`config.mk`:
```
export PLATFORM = sky130hd
export DESIGN_NAME = rhm_fifo
export DESIGN_NICKNAME = d
export VERILOG_FILES = /design/src/hw/rtl/rhm_fifo.sv
export SDC_FILE = /design/constraint.sdc
export NUM_CORES = 1
export LEC_CHECK = 0
export ABC_AREA = 1
export BUFFER_PORTS_ARGS = -buffer_cell sky130_fd_sc_hd__buf_2
export CORE_UTILIZATION = 40
export CTS_CLUSTER_DIAMETER = 30
export CTS_CLUSTER_SIZE = 8
export DETAILED_ROUTE_END_ITERATION = 10
export MAX_ROUTING_LAYER = met4
export PLACE_DENSITY = 0.7
export SLEW_MARGIN = 0
export SYNTH_ARGS = -nofsm -noshare
export SYNTH_HDL_FRONTEND = slang
export SYNTH_SLANG_ARGS = --single-unit
```
`constraint.sdc`:
```
create_clock -name i_clk -period 4.3 [get_ports i_clk]
set_input_delay 0.645 -clock i_clk [delete_from_list [all_inputs] [get_ports i_clk]]
set_output_delay 0.645 -clock i_clk [all_outputs]
set_load 0.02 [all_outputs]
```
`src/hw/rtl/rhm_fifo.sv`:
```
// rhm_fifo: small two-entry queue used between front and back, and on the output.
// Depends on nothing; width is a parameter.
`timescale 1ns / 1ps
module rhm_fifo #(
    parameter int W = 8
) (
    input  logic         i_clk,
    input  logic         i_rst_n,
    input  logic         i_push,
    input  logic [W-1:0] i_data,
    output logic         o_full,
    input  logic         i_pop,
    output logic         o_empty,
    output logic [W-1:0] o_data
);
    logic [W-1:0] r_mem [2];
    logic         r_wp, r_rp;
    logic [1:0]   r_cnt;
    logic         w_push, w_pop;

    assign o_full  = (r_cnt == 2'd2);
    assign o_empty = (r_cnt == 2'd0);
    assign o_data  = r_mem[r_rp];
    assign w_push  = i_push && !o_full;
    assign w_pop   = i_pop && !o_empty;

    always_ff @(posedge i_clk) begin
        if (w_push) begin
            r_mem[r_wp] <= i_data;
        end
        if (!i_rst_n) begin
            r_wp  <= 1'b0;
            r_rp  <= 1'b0;
            r_cnt <= 2'd0;
        end else begin
            if (w_push) r_wp <= ~r_wp;
            if (w_pop)  r_rp <= ~r_rp;
            r_cnt <= r_cnt + {1'b0, w_push} - {1'b0, w_pop};
        end
    end

    a_cnt_range: assert property (@(posedge i_clk) disable iff (!i_rst_n)
        r_cnt != 2'd3) else $error("fifo count overflow");
    a_no_underflow: assert property (@(posedge i_clk) disable iff (!i_rst_n)
        (r_cnt == 2'd0 && !w_push) |=> r_cnt == 2'd0) else $error("fifo count grew");
    a_ptr: assert property (@(posedge i_clk) disable iff (!i_rst_n)
        (r_cnt == 2'd0) |-> (r_wp == r_rp)) else $error("fifo pointers disagree");
endmodule

```
# [Word level (Yosys, flattened, before mapping)]
# Memories as Yosys holds them, arrays and structs flattened. A register that Yosys moved wholly into a read port is not among the register bits.
# Index checks and enable logic that the tools add are counted.
# W data, S select, Z words.
[word_totals] inputBits=12 ramBits=16 regBits=4 out_inout_bits=10 n_memories=1
[memory_table] name="r_mem" words=2 word_bits=8 rd=1 rd_ports_with_merged_regs=1 wr=1 line_no="16" source="logic [W-1:0] r_mem [2];"
[classes] n_bitwise=2 mux=4 addsub=2 n_eq_ne=1 n_reduce_logical=5
[ops] operator="$mux W1" n=4
[ops] operator="$add A2 B1 Y2" n=1
[ops] operator="$eq A2 B2 Y1 const B" n=1
[ops] operator="$logic_and A1 B1 Y1" n=2
[ops] operator="$logic_not A1 Y1" n=2
[ops] operator="$logic_not A2 Y1" n=1
[ops] operator="$not A1 Y1" n=2
[ops] operator="$sub A2 B1 Y2" n=1

# [Depth between registers and ports, before layout]
[depth] word_depth=5 ltp_mapped=11 ltp_nobuf=11

# [Worst setup path after synthesis]
# Ideal clock, no wire load.
[synth_path] path_kind="input -> register" from="input port i_pop" to="register r_cnt[1]" required_ps=4185 n_path_buf=0 arrival_time_ps=1478 cell_stages=9 path_slack_ps=2708 cell_sequence="inv_1 -> nor2_2 -> ha_1 -> inv_1 -> ha_1 -> inv_1 -> nand2_1 -> a21oi_1 -> nor2_1"
[synth_between] elab_chain_len=2
[synth_lines] item="from (decl)" line_no="12" source="input logic i_pop,"
[synth_lines] item="$logic_and A1 B1 Y1" line_no="25" source="assign w_pop = i_pop && !o_empty;"
[synth_lines] item="named net w_pop" line_no="19" source="logic w_push, w_pop;"
[synth_lines] item="$sub A2 B1 Y2" line_no="38" source="r_cnt <= r_cnt + {1'b0, w_push} - {1'b0, w_pop};"
[synth_lines] item="to (signal assigned)" line_no="38"
[synth_lines] item="to (decl)" line_no="18" source="logic [1:0] r_cnt;"
# The timed path passes the listed nets, and every way through them passes these cells.
# A chain may end at the register's enable or synchronous reset.

==> results.json <==
{
  "cts_resized": 0,
  "gp_congestion": 0.760,
  "synth_area_sq_um": 865,
  "antenna_found_initial": 0,
  "cp_cell_sequence": "mux2_4 -> buf_2",
  "slew_headroom": 0.561,
  "fin_setup_tns_ns": 0,
  "hold_buffers": 0,
  "numPortBuffers": 21,
  "fill_cells": 194,
  "crit_end": "o_data[5]",
  "stdcell_count": 114,
  "dp_hpwl_microns": 944,
  "dp_slack_ns": 2.51,
  "synth_top_area_cell": "edfxtp_1",
  "synth_area_leaders": "edfxtp_1, mux2_4, dfxtp_1",
  "end_kind": "output pin",
  "die_h_microns": 48.5,
  "diodes": 0,
  "reg2regPathDepth": 10,
  "p_seq_frac": 0.489,
  "drv_cap": 0,
  "drive_gt1_frac": 0.402,
  "p_sw_frac": 0.343,
  "p_leak_nw": 0.459,
  "dpl.cell_count": 110,
  "area_growth_pct": 17.9,
  "insertion_delay_ns": 0.30,
  "r2r-start": "r_cnt[0]",
  "finalPower_mw": 0.591,
  "yosysTopAreaCellShare": 0.556,
  "syn_area_per_cell_sq_um": 13.7,
  "synth_edf_count": 16,
  "start_util": 0.432,
  "slowest_delay_ns": 0.65,
  "drc": 0,
  "ant_nets": 0,
  "crit_required_ns": 3.65,
  "rsz0062_at_grt": "no",
  "clk_pin_slew_worst_paths_ns": 0.11,
  "vias": 532,
  "async_flop_share": 0,
  "arrival_ns": 1.46,
  "drtIter0Drc": 8,
  "critical_path_class": "reg -> out",
  "numCtsBuffers": 3,
  "powerDensity_mw_per_mm2": 580,
  "r2r_slack_ns": 2.70,
  "post-route-period-util": 0.490,
  "grt_pass1_vias": 469,
  "rows": 16,
  "combPwrFrac": 0.359,
  "fmax_mhz": 474,
  "status": "finished clean",
  "die_width_microns": 48.5,
  "whs_ns": 0.523,
  "skew_ns": 0.00675,
  "drt-pass1-iter-count": 4,
  "p_int_mw": 0.388,
  "yosysSeqAreaShare": 0.671,
  "yosysMostFrequentCell": "edfxtp_1",
  "worst-path-max-fanout": 8,
  "fin_crit_ns": 2.11,
  "timing.rr.end": "r_cnt[1]",
  "cts_root_buf": "clkbuf_4",
  "cts_tree": "yes",
  "track_usage": 0.115,
  "hold_viol": 0,
  "finalSetupViolations": 0,
  "yosysUniqueCellTypes": 11,
  "setup_slack_ns": 2.19,
  "overflow": 0,
  "cp-start-kind": "flip-flop",
  "slowest_stage": "dfxtp_1",
  "io_pins": 22,
  "drv_slew": 0,
  "dieArea_sq_mm": 0.00235,
  "clockBufferDepth": 2,
  "synth_top_cells_by_count": "edfxtp_1, inv_1, nand2_1",
  "htreeDepth": 1,
  "worstMarginPinSlew_ns": 0.656,
  "synthFlopType": "edfxtp_1",
  "grt_pass1_wl_microns": 1900,
  "ys_seq_elements": 21,
  "min_path_type": "reg -> reg",
  "p_clk_frac": 0.152,
  "core_sq_mm": 0.00200,
  "layout.nets": 102,
  "syn_nets": 77,
  "routedWlPerCell_microns": 10.8,
  "postCtsSetupBuffers": 0,
  "grt_max_degree": 13,
  "vias_per_cell": 4.67,
  "ir_drop_uv": 271,
  "wirelength_microns": 1230,
  "ys_warn_count": 0,
  "clock_sinks": 21,
  "postSynthCellCount": 63,
  "power_switching_mw": 0.203
}
[worst min-delay path by stage]
stage                             end  cells after the start  startpoint
after floorplan             flip-flop                      2        r_rp
after global placement           r_wp                      2        r_wp
after detailed placement    flip-flop                      2        r_rp
after CTS                 r_mem[0][0]                      1   i_data[0]
after global routing      r_mem[1][0]                      1   i_data[0]
final                       flip-flop                      2        r_rp
[kinds of logic after synthesis]
group,Yosys count,synth area share
flip-flops,21,0.671
AND/OR/NAND/NOR,20,0.0969
buffers and inverters,10,0.0521
multiplexers,8,0.139
AO/OA/AOI/OAI,2,0.0116
adder cells (fa/ha/maj),2,0.0289
[state kept, by name, summed over array words and instances (netlist names), named ones only]
signal and cells:
r_cnt 2, r_mem 16, r_rp 1, r_wp 1
[power by group through the flow]
| stage | Clock (mW) | Sequential [mW] | Combinational (mW) |
|---|---|---|---|
| floorplan | 0 | 0.279 | 0.176 |
| global placement | 0 | 0.292 | 0.208 |
| detailed placement | 0 | 0.295 | 0.214 |
| CTS | 0.0945 | 0.290 | 0.215 |
| global route | 0.102 | 0.295 | 0.229 |
| finish | 0.0898 | 0.289 | 0.212 |
[layout by cell type (no fill, tap or decap)]
cell type,n
buf_2,21
edfxtp_1,16
inv_1,9
nand2_1,9
mux2_4,8
nor2_1,6
dfxtp_1,5
nand3_1,3
clkbuf_4,3
nor2_2,2
a21oi_1,2
ha_1,2
clkinv_2,1
[per-stage QoR]
step / util / instance area [sq um]
floorplan: - / 865
global placement: 0.496 / 992
detailed placement: 0.496 / 992
CTS: 0.509 / 1020
global route: 0.509 / 1020
finish: 0.509 / 1020
[worst max-delay path: cells and delay by family (launching register included)]
| kind | cells | cell delay, ns |
|---|---|---|
| DFF | 1 | 0.65 |
| buffers and inverters | 1 | 0.16 |
| muxes | 1 | 0.36 |
[routing by layer]
metal / track usage / wire, microns
met5: - / 0
met4: 0.0784 / 46
met3: 0.0314 / 70
met2: 0.185 / 614
met1: 0.124 / 497
[cell type report]
cell class / instances / area, sq um / share of cell area
multi-input combinational: 32 / 239 / 0.234
inverter: 9 / 33.8 / 0.0331
sequential: 21 / 581 / 0.569
clock buffer: 3 / 22.5 / 0.0221
clock inverter: 1 / 5.00 / 0.00491
tap: 27 / 33.8 / 0.0331
timing repair buffer: 21 / 105 / 0.103
No activity file was read; power rests on OpenSTA's default activity.
